`config.mk`:
```
export PLATFORM = sky130hd
export DESIGN_NAME = led_pattern_sequencer_core
export DESIGN_NICKNAME = d
export VERILOG_FILES = /design/src/rtl/lps_pkg.sv /design/src/rtl/led_pattern_sequencer_core.sv
export VERILOG_INCLUDE_DIRS = /design/src /design/src/rtl
export SDC_FILE = /design/constraint.sdc
export NUM_CORES = 1
export LEC_CHECK = 0
export ABC_CLOCK_PERIOD_IN_PS = 8100
export BUFFER_PORTS_ARGS = -buffer_cell sky130_fd_sc_hd__buf_4
export CAP_MARGIN = 10
export CELL_PAD_IN_SITES_DETAIL_PLACEMENT = 0
export CELL_PAD_IN_SITES_GLOBAL_PLACEMENT = 2
export CORE_UTILIZATION = 38
export DETAILED_ROUTE_END_ITERATION = 7
export MAX_ROUTING_LAYER = met4
export PLACE_DENSITY = 0.92
export SETUP_SLACK_MARGIN = 0.3
export SLEW_MARGIN = 20
export SYNTH_ARGS = -nofsm -noshare
export SYNTH_HDL_FRONTEND = slang
export SYNTH_SLANG_ARGS = --single-unit
```
`constraint.sdc`:
```
create_clock -name clk -period 8.1 [get_ports clk]
set_input_delay 1.215 -clock clk [delete_from_list [all_inputs] [get_ports clk]]
set_output_delay 1.215 -clock clk [all_outputs]
set_load 0.01 [all_outputs]
```
`src/rtl/led_pattern_sequencer_core_macros.svh`:
```
// Assertion macros shared by the sequencer RTL.
`ifndef LED_PATTERN_SEQUENCER_CORE_MACROS_SVH
`define LED_PATTERN_SEQUENCER_CORE_MACROS_SVH

`ifndef SYNTH
// Same-cycle implication, disabled during reset
`define LPS_ASSERT_NOW(lbl, clk, rst_n, ante, cons) \
  lbl: assert property (@(posedge clk) disable iff (!rst_n) (ante) |-> (cons)) \
    else $error("sequencer assertion failed");
// Next-cycle implication, disabled during reset
`define LPS_ASSERT_NEXT(lbl, clk, rst_n, ante, cons) \
  lbl: assert property (@(posedge clk) disable iff (!rst_n) (ante) |=> (cons)) \
    else $error("sequencer assertion failed");
`else
`define LPS_ASSERT_NOW(lbl, clk, rst_n, ante, cons)
`define LPS_ASSERT_NEXT(lbl, clk, rst_n, ante, cons)
`endif

`endif

```
`src/rtl/lps_pkg.sv`:
```
package lps_pkg;

  // Event codes
  localparam logic [1:0] OP_TICK = 2'd0;
  localparam logic [1:0] OP_UP   = 2'd1;
  localparam logic [1:0] OP_DOWN = 2'd2;
  localparam logic [1:0] OP_CHAR = 2'd3;

  // Configuration register indexes
  localparam logic [2:0] REG_THRESHOLD_FAST   = 3'd0;
  localparam logic [2:0] REG_THRESHOLD_MEDIUM = 3'd1;
  localparam logic [2:0] REG_RELOAD_SLOW      = 3'd2;
  localparam logic [2:0] REG_RELOAD_MEDIUM    = 3'd3;
  localparam logic [2:0] REG_RELOAD_FAST      = 3'd4;

  // Register reset values
  localparam logic [9:0]  THRESHOLD_FAST_RST   = 10'd600;
  localparam logic [9:0]  THRESHOLD_MEDIUM_RST = 10'd400;
  localparam logic [15:0] RELOAD_SLOW_RST      = 16'd62421;
  localparam logic [15:0] RELOAD_MEDIUM_RST    = 16'd59273;
  localparam logic [15:0] RELOAD_FAST_RST      = 16'd53008;

  // Speed levels
  localparam logic [1:0] LEVEL_SLOW   = 2'd0;
  localparam logic [1:0] LEVEL_MEDIUM = 2'd1;
  localparam logic [1:0] LEVEL_FAST   = 2'd2;

  localparam logic [2:0] RGB_RED   = 3'b100;
  localparam logic [2:0] RGB_GREEN = 3'b010;
  localparam logic [2:0] RGB_BLUE  = 3'b001;

  // Printable digit range that selects a pattern
  localparam logic [7:0] CHAR_ZERO  = 8'h30;
  localparam logic [7:0] CHAR_SEVEN = 8'h37;

  typedef struct packed {
    logic [1:0] opcode;
    logic [7:0] char_code;
    logic [9:0] adc_sample;
  } lps_in_t;

  typedef struct packed {
    logic [7:0]  bank_a;
    logic [7:0]  bank_b;
    logic [2:0]  pattern_now;
    logic [1:0]  speed_level;
    logic [2:0]  rgb;
    logic [15:0] reload_value;
    logic        pulse_level;
    logic        bad_entry;
  } lps_out_t;

  // Steps per pattern before the counter wraps
  function automatic logic [5:0] pat_len(input logic [2:0] pat);
    logic [5:0] len;
    case (pat)
      3'd0:    len = 6'd2;
      3'd6:    len = 6'd32;
      3'd7:    len = 6'd62;
      default: len = 6'd4;
    endcase
    return len;
  endfunction

  // Walking zero: one LED lit, active low
  function automatic logic [7:0] walk(input logic [2:0] idx);
    return ~(8'h01 << idx);
  endfunction

endpackage

```
`src/rtl/led_pattern_sequencer_core.sv`:
```
// LED pattern sequencer with two active-low 8-bit banks and a speed indicator.
// Input channel (in_valid/in_ready/in_data) carries one event per transfer:
// a tick, a pattern step up or down, or a received character ('0' to '7' select a pattern).
// Every accepted event yields exactly one result on the output channel
// (out_valid/out_ready/out_data) showing the state after that event.
// The state update and the result are computed in the cycle of the transfer and
// the result sits in the output register next cycle.
// Throughput is one event per cycle; the single output register limits it
// only while the receiver stalls: in_ready is low while a result waits and
// out_ready is low, and rises again in the cycle the result is taken.
// Configuration is a plain write port (cfg_we, cfg_index, cfg_wdata) for the
// two ADC thresholds and three timer reload values; unused indexes are ignored.
// Synchronous active-low reset clears pattern, step counter, banks, pulse and
// speed level, restores register defaults and empties the output register.
`include "led_pattern_sequencer_core_macros.svh"

module led_pattern_sequencer_core
  import lps_pkg::*;
(
  input  logic        clk,
  input  logic        rst_n,
  input  logic        in_valid,
  output logic        in_ready,
  input  lps_in_t     in_data,
  output logic        out_valid,
  input  logic        out_ready,
  output lps_out_t    out_data,
  input  logic        cfg_we,
  input  logic [2:0]  cfg_index,
  input  logic [15:0] cfg_wdata
);

  logic [9:0]  thr_fast_r, thr_medium_r;
  logic [15:0] rld_slow_r, rld_medium_r, rld_fast_r;

  logic [2:0] pattern_r, pattern_nxt;
  logic [5:0] step_r, step_nxt;
  logic [7:0] bank_a_r, bank_a_nxt;
  logic [7:0] bank_b_r, bank_b_nxt;
  logic       pulse_r, pulse_nxt;
  logic [1:0] level_r, level_nxt;

  logic       out_valid_r;
  lps_out_t   out_data_r, out_data_nxt;

  logic       in_fire;
  logic [5:0] len;
  logic [5:0] cur_step;
  logic [5:0] step_inc;
  logic [2:0] sel_req;
  logic       sel_en;
  logic       bad;
  logic [7:0] show_a, show_b;
  logic [5:0] down_a, down_b;

  // Accept while the output register is empty or being drained
  assign in_ready = !out_valid_r || out_ready;
  assign in_fire  = in_valid && in_ready;

  // Write configuration registers
  always_ff @(posedge clk) begin
    if (!rst_n) begin
      thr_fast_r   <= THRESHOLD_FAST_RST;
      thr_medium_r <= THRESHOLD_MEDIUM_RST;
      rld_slow_r   <= RELOAD_SLOW_RST;
      rld_medium_r <= RELOAD_MEDIUM_RST;
      rld_fast_r   <= RELOAD_FAST_RST;
    end else if (cfg_we) begin
      unique case (cfg_index)
        REG_THRESHOLD_FAST:   thr_fast_r   <= cfg_wdata[9:0];
        REG_THRESHOLD_MEDIUM: thr_medium_r <= cfg_wdata[9:0];
        REG_RELOAD_SLOW:      rld_slow_r   <= cfg_wdata;
        REG_RELOAD_MEDIUM:    rld_medium_r <= cfg_wdata;
        REG_RELOAD_FAST:      rld_fast_r   <= cfg_wdata;
        default: ;
      endcase
    end
  end

  // Pattern display for the current step
  assign len      = pat_len(pattern_r);
  assign cur_step = (step_r >= len) ? 6'd0 : step_r;
  assign down_b   = 6'd44 - cur_step;
  assign down_a   = 6'd60 - cur_step;

  always_comb begin
    show_a = 8'hFF;
    show_b = 8'hFF;
    case (pattern_r)
      3'd0: begin
        if (cur_step == 6'd0) begin
          show_a = 8'h00;
          show_b = 8'h00;
        end
      end
      3'd1: begin
        if (cur_step < 6'd2) begin
          show_a = 8'h00;
          show_b = 8'h00;
        end
      end
      3'd2: begin
        if (cur_step == 6'd0) begin
          show_a = 8'hAA;
          show_b = 8'hAA;
        end else if (cur_step == 6'd2) begin
          show_a = 8'h55;
          show_b = 8'h55;
        end
      end
      3'd3: begin
        if (cur_step == 6'd0) show_a = 8'h00;
        else if (cur_step == 6'd2) show_b = 8'h00;
      end
      3'd4: begin
        if (cur_step == 6'd0) begin
          show_a = 8'hFC;
          show_b = 8'h03;
        end else if (cur_step == 6'd2) begin
          show_a = 8'h03;
          show_b = 8'hFC;
        end
      end
      3'd5: begin
        if (cur_step == 6'd0) begin
          show_a = 8'hF0;
          show_b = 8'hF0;
        end else if (cur_step == 6'd2) begin
          show_a = 8'h0F;
          show_b = 8'h0F;
        end
      end
      3'd6: begin
        if (!cur_step[0]) begin
          if (cur_step < 6'd16) show_a = walk(cur_step[3:1]);
          else show_b = walk(cur_step[3:1]);
        end
      end
      default: begin
        // Walk out across both banks, then back
        if (!cur_step[0]) begin
          if (cur_step < 6'd16) show_a = walk(cur_step[3:1]);
          else if (cur_step < 6'd31) show_b = walk(cur_step[3:1]);
          else if (cur_step < 6'd45) show_b = walk(down_b[3:1]);
          else if (cur_step <= 6'd61) show_a = walk(down_a[3:1]);
        end
      end
    endcase
  end

  assign step_inc = cur_step + 6'd1;

  // Event decode and next state
  always_comb begin
    pattern_nxt = pattern_r;
    step_nxt    = step_r;
    bank_a_nxt  = bank_a_r;
    bank_b_nxt  = bank_b_r;
    pulse_nxt   = pulse_r;
    level_nxt   = level_r;
    sel_req     = pattern_r;
    sel_en      = 1'b0;
    bad         = 1'b0;
    unique case (in_data.opcode)
      OP_TICK: begin
        if (in_data.adc_sample >= thr_fast_r) level_nxt = LEVEL_FAST;
        else if (in_data.adc_sample >= thr_medium_r) level_nxt = LEVEL_MEDIUM;
        else level_nxt = LEVEL_SLOW;
        pulse_nxt  = !pulse_r;
        bank_a_nxt = show_a;
        bank_b_nxt = show_b;
        step_nxt   = (step_inc >= len) ? 6'd0 : step_inc;
      end
      OP_UP: begin
        sel_req = pattern_r + 3'd1;
        sel_en  = 1'b1;
      end
      OP_DOWN: begin
        sel_req = pattern_r - 3'd1;
        sel_en  = 1'b1;
      end
      default: begin
        if (in_data.char_code >= CHAR_ZERO && in_data.char_code <= CHAR_SEVEN) begin
          sel_req = in_data.char_code[2:0];
          sel_en  = 1'b1;
        end else begin
          bad = 1'b1;
        end
      end
    endcase
    // Clear the step counter on a real pattern change
    if (sel_en && (sel_req != pattern_r)) begin
      pattern_nxt = sel_req;
      step_nxt    = 6'd0;
    end
  end

  // Assemble the result from the post-event state
  always_comb begin
    out_data_nxt.bank_a      = bank_a_nxt;
    out_data_nxt.bank_b      = bank_b_nxt;
    out_data_nxt.pattern_now = pattern_nxt;
    out_data_nxt.speed_level = level_nxt;
    out_data_nxt.pulse_level = pulse_nxt;
    out_data_nxt.bad_entry   = bad;
    unique case (level_nxt)
      LEVEL_FAST: begin
        out_data_nxt.rgb          = RGB_RED;
        out_data_nxt.reload_value = rld_fast_r;
      end
      LEVEL_MEDIUM: begin
        out_data_nxt.rgb          = RGB_GREEN;
        out_data_nxt.reload_value = rld_medium_r;
      end
      default: begin
        out_data_nxt.rgb          = RGB_BLUE;
        out_data_nxt.reload_value = rld_slow_r;
      end
    endcase
  end

  // Advance state on each input transfer
  always_ff @(posedge clk) begin
    if (!rst_n) begin
      pattern_r <= '0;
      step_r    <= '0;
      bank_a_r  <= '0;
      bank_b_r  <= '0;
      pulse_r   <= 1'b0;
      level_r   <= LEVEL_SLOW;
    end else if (in_fire) begin
      pattern_r <= pattern_nxt;
      step_r    <= step_nxt;
      bank_a_r  <= bank_a_nxt;
      bank_b_r  <= bank_b_nxt;
      pulse_r   <= pulse_nxt;
      level_r   <= level_nxt;
    end
  end

  // Hold the result until the output transfer
  always_ff @(posedge clk) begin
    if (!rst_n) begin
      out_valid_r <= 1'b0;
    end else if (in_fire) begin
      out_valid_r <= 1'b1;
    end else if (out_ready) begin
      out_valid_r <= 1'b0;
    end
  end

  always_ff @(posedge clk) begin
    if (in_fire) begin
      out_data_r <= out_data_nxt;
    end
  end

  assign out_valid = out_valid_r;
  assign out_data  = out_data_r;

  // A waiting result is never overwritten
  `LPS_ASSERT_NOW(a_no_overwrite, clk, rst_n, out_valid_r && !out_ready, !in_ready)
  // Step counter stays inside its pattern's length
  `LPS_ASSERT_NOW(a_step_range, clk, rst_n, 1'b1, step_r < pat_len(pattern_r))
  // Only ticks move the pulse line
  `LPS_ASSERT_NEXT(a_pulse_tick, clk, rst_n, in_fire && (in_data.opcode != OP_TICK), $stable(pulse_r))
  // Colour is one-hot and the reported level is a valid one
  `LPS_ASSERT_NOW(a_rgb_onehot, clk, rst_n, out_valid_r, $onehot(out_data_r.rgb) && (out_data_r.speed_level != 2'd3))

endmodule
```
# Yosys cells after proc, flatten, opt, wreduce, memory -nomap -nowiden

Cells that the tools add are included.

Flip-flop bits (word level): 139
Output and inout port bits: 44

Add/sub/neg operators: 5
Order comparisons: 11
Equal/unequal tests: 17
Shift-type cells: 3
Mux-type cells: 47
Bitwise operators: 3
Reduce and logical (&&, ||, !) cells: 21

Operators with widths:

| operator                                                                             | number |
|---|---|
| 8-bit two-way mux                                                                    | 26 |
| 8-bit case mux with 7 select lines                                                   | 1 |
| 8-bit case mux with 6 select lines                                                   | 1 |
| 19-bit case mux with 2 select lines                                                  | 1 |
| 6-bit two-way mux                                                                    | 4 |
| 8-bit NOT                                                                            | 3 |
| 1-bit by 3-bit << shifter with 8-bit output (first input constant)                   | 3 |
| 10-bit greater-or-equal comparator                                                   | 2 |
| 6-bit case mux with 3 select lines                                                   | 1 |
| 3-bit equality test (second input constant)                                          | 5 |
| 3-bit by 2-bit equality test with 1-bit output (second input constant)               | 4 |
| 6-bit greater-or-equal comparator                                                    | 2 |
| 6-bit by 5-bit < comparator with 1-bit output (second input constant)                | 2 |
| 2-bit AND reduction                                                                  | 6 |
| 3-bit case mux with 3 select lines                                                   | 1 |
| 8-bit by 6-bit greater-or-equal comparator with 1-bit output (second input constant) | 1 |
| 8-bit by 6-bit less-or-equal comparator with 1-bit output (second input constant)    | 1 |
| 4-bit subtractor (first input constant)                                              | 2 |
| 6-bit by 1-bit adder with 6-bit output (second input constant)                       | 1 |
| 3-bit by 1-bit equality test with 1-bit output (second input constant)               | 2 |
| 6-bit by 2-bit equality test with 1-bit output (second input constant)               | 1 |
| 6-bit less-or-equal comparator (second input constant)                               | 1 |
| 3-bit logical NOT                                                                    | 2 |
| 6-bit logical NOT                                                                    | 1 |
| 18 further kinds                                                                     | 33 |

# Logic depth before layout (Yosys ltp)

Depth in word-level cells: 14
Depth in mapped cells: 24
Depth with buffers taken out: 21

# Least setup slack after synthesis

Ideal clock, no wire load.

Path kind: flip-flop to flip-flop
Start: register pattern_r[0]
End: register out_data_r, in the netlist out_data[31] (data pin)
Library setup time: 0.270 ns
Data arrival time: 4.148 ns
Required time: 7.830 ns
Path slack: 3.682 ns
Cell stages (with the launch flop): 23
Buffers on the path: 4
Cell sequence: dfxtp_1 inv_1 ha_1 clkbuf_1 nand2b_1 a21oi_1 ha_1 nand4_1 a21oi_2 nor3_1 buf_2 buf_1 nand2_1 inv_1 ha_1 a41oi_1 nor2_1 or4b_2 buf_2 nor2_1 o211ai_1 a21oi_1 a21oi_1

Longest elaborated chain between the ends: 13

Ends and longest elaborated chain:

| what                                              | RTL line                          | RTL |
|---|---|---|
| start: declaration                                | led_pattern_sequencer_core.sv:36  | `logic [2:0] pattern_r, pattern_nxt;` |
| start signal: assignment                          | led_pattern_sequencer_core.sv:232 | `pattern_r <= pattern_nxt;` |
| 3-bit equality test, or another cell as far along | lps_pkg.sv:56                     | `case (pat)` |
| 6-bit case mux with 3 select lines                | lps_pkg.sv:56                     |  |
| 6-bit greater-or-equal comparator                 | led_pattern_sequencer_core.sv:82  | `assign cur_step = (step_r >= len) ? 6'd0 : step_r;` |
| 6-bit two-way mux                                 | led_pattern_sequencer_core.sv:82  |  |
| 4-bit subtractor                                  | led_pattern_sequencer_core.sv:83  | `assign down_b = 6'd44 - cur_step;` |
| 1-bit by 3-bit << shifter with 8-bit output       | lps_pkg.sv:67                     | `return ~(8'h01 << idx);` |
| 8-bit NOT                                         | lps_pkg.sv:67                     |  |
| 8-bit two-way mux                                 | led_pattern_sequencer_core.sv:144 | `else if (cur_step < 6'd45) show_b = walk(down_b[3:1]);` |
| 8-bit two-way mux                                 | led_pattern_sequencer_core.sv:143 | `else if (cur_step < 6'd31) show_b = walk(cur_step[3:1]);` |
| 8-bit two-way mux                                 | led_pattern_sequencer_core.sv:142 | `if (cur_step < 6'd16) show_a = walk(cur_step[3:1]);` |
| 8-bit two-way mux                                 | led_pattern_sequencer_core.sv:141 | `if (!cur_step[0]) begin` |
| 8-bit case mux with 7 select lines *              | led_pattern_sequencer_core.sv:89  | `case (pattern_r)` |
| 8-bit two-way mux *                               | led_pattern_sequencer_core.sv:164 | `unique case (in_data.opcode)` |
| net bank_b_nxt[5]                                 | led_pattern_sequencer_core.sv:39  | `logic [7:0] bank_b_r, bank_b_nxt;` |
| end signal: assignment                            | led_pattern_sequencer_core.sv:254 | `out_data_r <= out_data_nxt;` |
| end: declaration                                  | led_pattern_sequencer_core.sv:44  | `lps_out_t out_data_r, out_data_nxt;` |

Mark *: on every way through the listed nets, which the timed path passes. The rest lies on a longest branch.
A chain may end at the register's enable or synchronous reset.

# Final worst setup path

Start: register pattern_r[0]
End: register out_data_r, in the netlist out_data[33] (data pin)

Same word-level chain as after synthesis.

==> impl_metrics.yaml <==
outcome:
  status: "completed"
logic_synthesis:
  ys_types: 62
  synth_edf_count: 42
  netlist_top_cells_area: "dfxtp_1 26%, edfxtp_1 17%, nand2_1 9.7%"
  synthCells: 889
  yosysSeqAreaShare: 0.4325
  synthTopCellsByCount: "192 x nand2_1, 97 x dfxtp_1, 84 x a21oi_1"
  yosysTopAreaCellShare: 0.2622
  ys_async_sr_fraction: 0
  yosysTopAreaCell: "dfxtp_1"
  synthFlopType: "dfxtp_1"
  syn-mean-instance-area_um2: 8.331
  synth-seq-cells: 139
  yosysMostFrequentCell: "nand2_1"
  netlist_area_mm2: 0.007406
  ys_warn_count: 0
  syn-num-nets: 982
clock_tree:
  cts_buffer_depth: 2
  cts_resized: 0
  clock_latency_ns: 0.43
  clk_pin_slew_ns: 0.06
  cts_sinks: 139
  cts_setup_buffers: 0
  cts_tree: "done"
  htree_levels: 4
  cts_made_buffers: 17
  root_buffer: "clkbuf_16"
  cts_hold_buf: 0
die:
  core_area_mm2: 0.01889
  start_util: 0.3920
  die_h_um: 141.6
  num_rows: 50
  fp.dieW_um: 141.6
  pin_count: 88
  fp.dieArea_mm2: 0.02005
critical_path:
  crit_path_end_kind: "register"
  crit_fanout: 29
  required_ns: 8.26
  worstPathArrival_ns: 5.45
  critical_path_class: "reg -> reg"
  worstSetupStartpoint: "pattern_r[0]"
  startpoint_type: "register"
  r2r-end: "out_data[33]"
  r2r_setup_slack_ns: 2.81
  ff2ff_path_depth: 18
  timing.rr.start: "pattern_r[0]"
worst_hold_path:
  hold_end: "thr_medium_r[5]"
  min_from: "thr_medium_r[5]"
  hold_path.class: "reg -> reg"
  timing.hold.worst_path_depth: 2
timing:
  min_period_ns: 5.292
  worst_slew_pin_slew_ns: 1.021
  rsz0062_at_grt: "false"
  worst_clock_skew_ns: 0.009440
  min_period_over_period: 0.6533
  hold_violations: 0
  max_freq_mhz: 189.0
  setup_viol: 0
  finalSetupTns_ns: 0
  finalMaxSlewViolations: 0
  max_slew_margin: 0.3196
route:
  num_vias: 6560
  drtAntennaViolNets: 0
  drt_first_iter_violations: 500
  dr.pass1.iters: 5
  vias_per_cell: 5.359
  routed_wl_um: 20960
  post_drt_wl_per_cell_um: 17.12
  drc: 0
power:
  power.density_mw_per_mm2: 205.4
  p_total_mw: 1.807
  irDropWorstVdd_mv: 0.1445
  p_leak_nw: 3.606
global_routing:
  grt_start_max_net_pins: 54
  overflow: 0
  grt_pass1_vias: 6345
  grt_antenna_before_repair: 0
  grt_pass1_wl_um: 33820
  grtUsageTotal: 0.2237
placement:
  dpl.hpwl_um: 14400
  portBuffers: 87
  gp_congestion: 0.8999
  placed_area_mm2: 0.008239
finish:
  nNetsFinal: 1044
  layout-drive-gt1-share: 0.1442
  post-route-cell-area_mm2: 0.008798
  syn_to_final_growth_pct: 18.80
  fill_cells: 1886
  n_antenna_cell: 0
run:
  timing.max_cap.violations: 0
critical path: stages, from the launching register on:
cell and delay [ns]:
dfxtp_1 0.46, inv_1 0.15, ha_1 0.30, nand2_1 0.33, a21oi_1 0.16, ha_1 0.20
a21oi_1 0.14, nor2_1 0.13, nor3_4 0.81, nand2_1 0.23, inv_1 0.16, ha_1 0.23
a41oi_1 0.16, nor2_1 0.12, or4b_2 0.72, nor2_1 0.29, o211ai_1 0.11, a21oi_1 0.22
a21oi_1 0.09
metrics by stage:
step | cells | utilization | worst slack, ns | hold WS (ns)
2_1_floorplan | 889 | - | 3.682 | 0.4360
3_3_place_gp | 1192 | 0.4361 | 3.083 | 0.4418
3_5_place_dp | 1192 | 0.4361 | 2.939 | 0.4468
4_1_cts | 1224 | 0.4657 | 2.925 | 0.4555
5_1_grt | 1224 | 0.4657 | 2.305 | 0.4762
6_report | 1224 | 0.4657 | 2.808 | 0.4528
cells in the final DEF (no fill, tap or decap), types with 8 or more instances in the layout:
| master | instances |
|---|---|
| a21o_1 | 9 |
| a21oi_1 | 84 |
| a22oi_1 | 17 |
| a31oi_1 | 10 |
| and3_1 | 8 |
| buf_4 | 93 |
| clkbuf_16 | 17 |
| dfxtp_1 | 97 |
| edfxtp_1 | 42 |
| ha_1 | 49 |
| inv_1 | 50 |
| nand2_1 | 192 |
| nand2b_1 | 10 |
| nand3_1 | 51 |
| nor2_1 | 44 |
| o211ai_1 | 13 |
| o21ai_0 | 47 |
cell type report:
cell class	instances	area, um2	area share
Clock inverter	13	116.4	0.01323
Inverter	51	191.4	0.02176
Tap cell	260	325.3	0.03697
Multi-Input combinational cell	649	3821	0.4343
Clock buffer	19	442.9	0.05034
Timing Repair Buffer	93	698.2	0.07935
Sequential cell	139	3203	0.3640
sequential cells by signal, summed over array words and instances (netlist names):
signal / cells
rld_slow_r: 16
step_r: 6
thr_fast_r: 10
rld_fast_r: 16
thr_medium_r: 10
rld_medium_r: 16
bank_a_r: 8
pattern_r: 3
out_valid: 1
bank_b_r: 8
out_data: 42
pulse_r: 1
level_r: 2
worst max path at each step:
stage,slack [ns],cells past startpoint,to
floorplan,3.68,22,out_data[31]
global placement,3.08,18,out_data[31]
detailed placement,2.94,18,out_data[31]
CTS,2.92,18,out_data[31]
global route,2.30,18,out_data[31]
finish,2.81,18,out_data[33]
power by group:
group	internal (mW)	switching, mW
registers	0.761	0.0175
logic	0.104	0.174
clock network	0.432	0.319
metal layers:
layer | GRT usage | routed length, um
met5 | - | 0
met4 | 0.05433 | 219
met3 | 0.03881 | 858
met2 | 0.3765 | 10340
met1 | 0.2782 | 9541
cell families after synthesis:
logic type / count (synthesis) / share of synthesized area
and+or+nand+nor: 352 / 0.2163
AOI/OAI and AO/OA: 236 / 0.2007
xor gates and xnor gates: 10 / 0.01183
buffers and inverters: 101 / 0.05305
adders and majority gates: 49 / 0.08278
muxes: 2 / 0.002872
DFF: 139 / 0.4325
No activity file was read; power rests on OpenSTA's default activity.
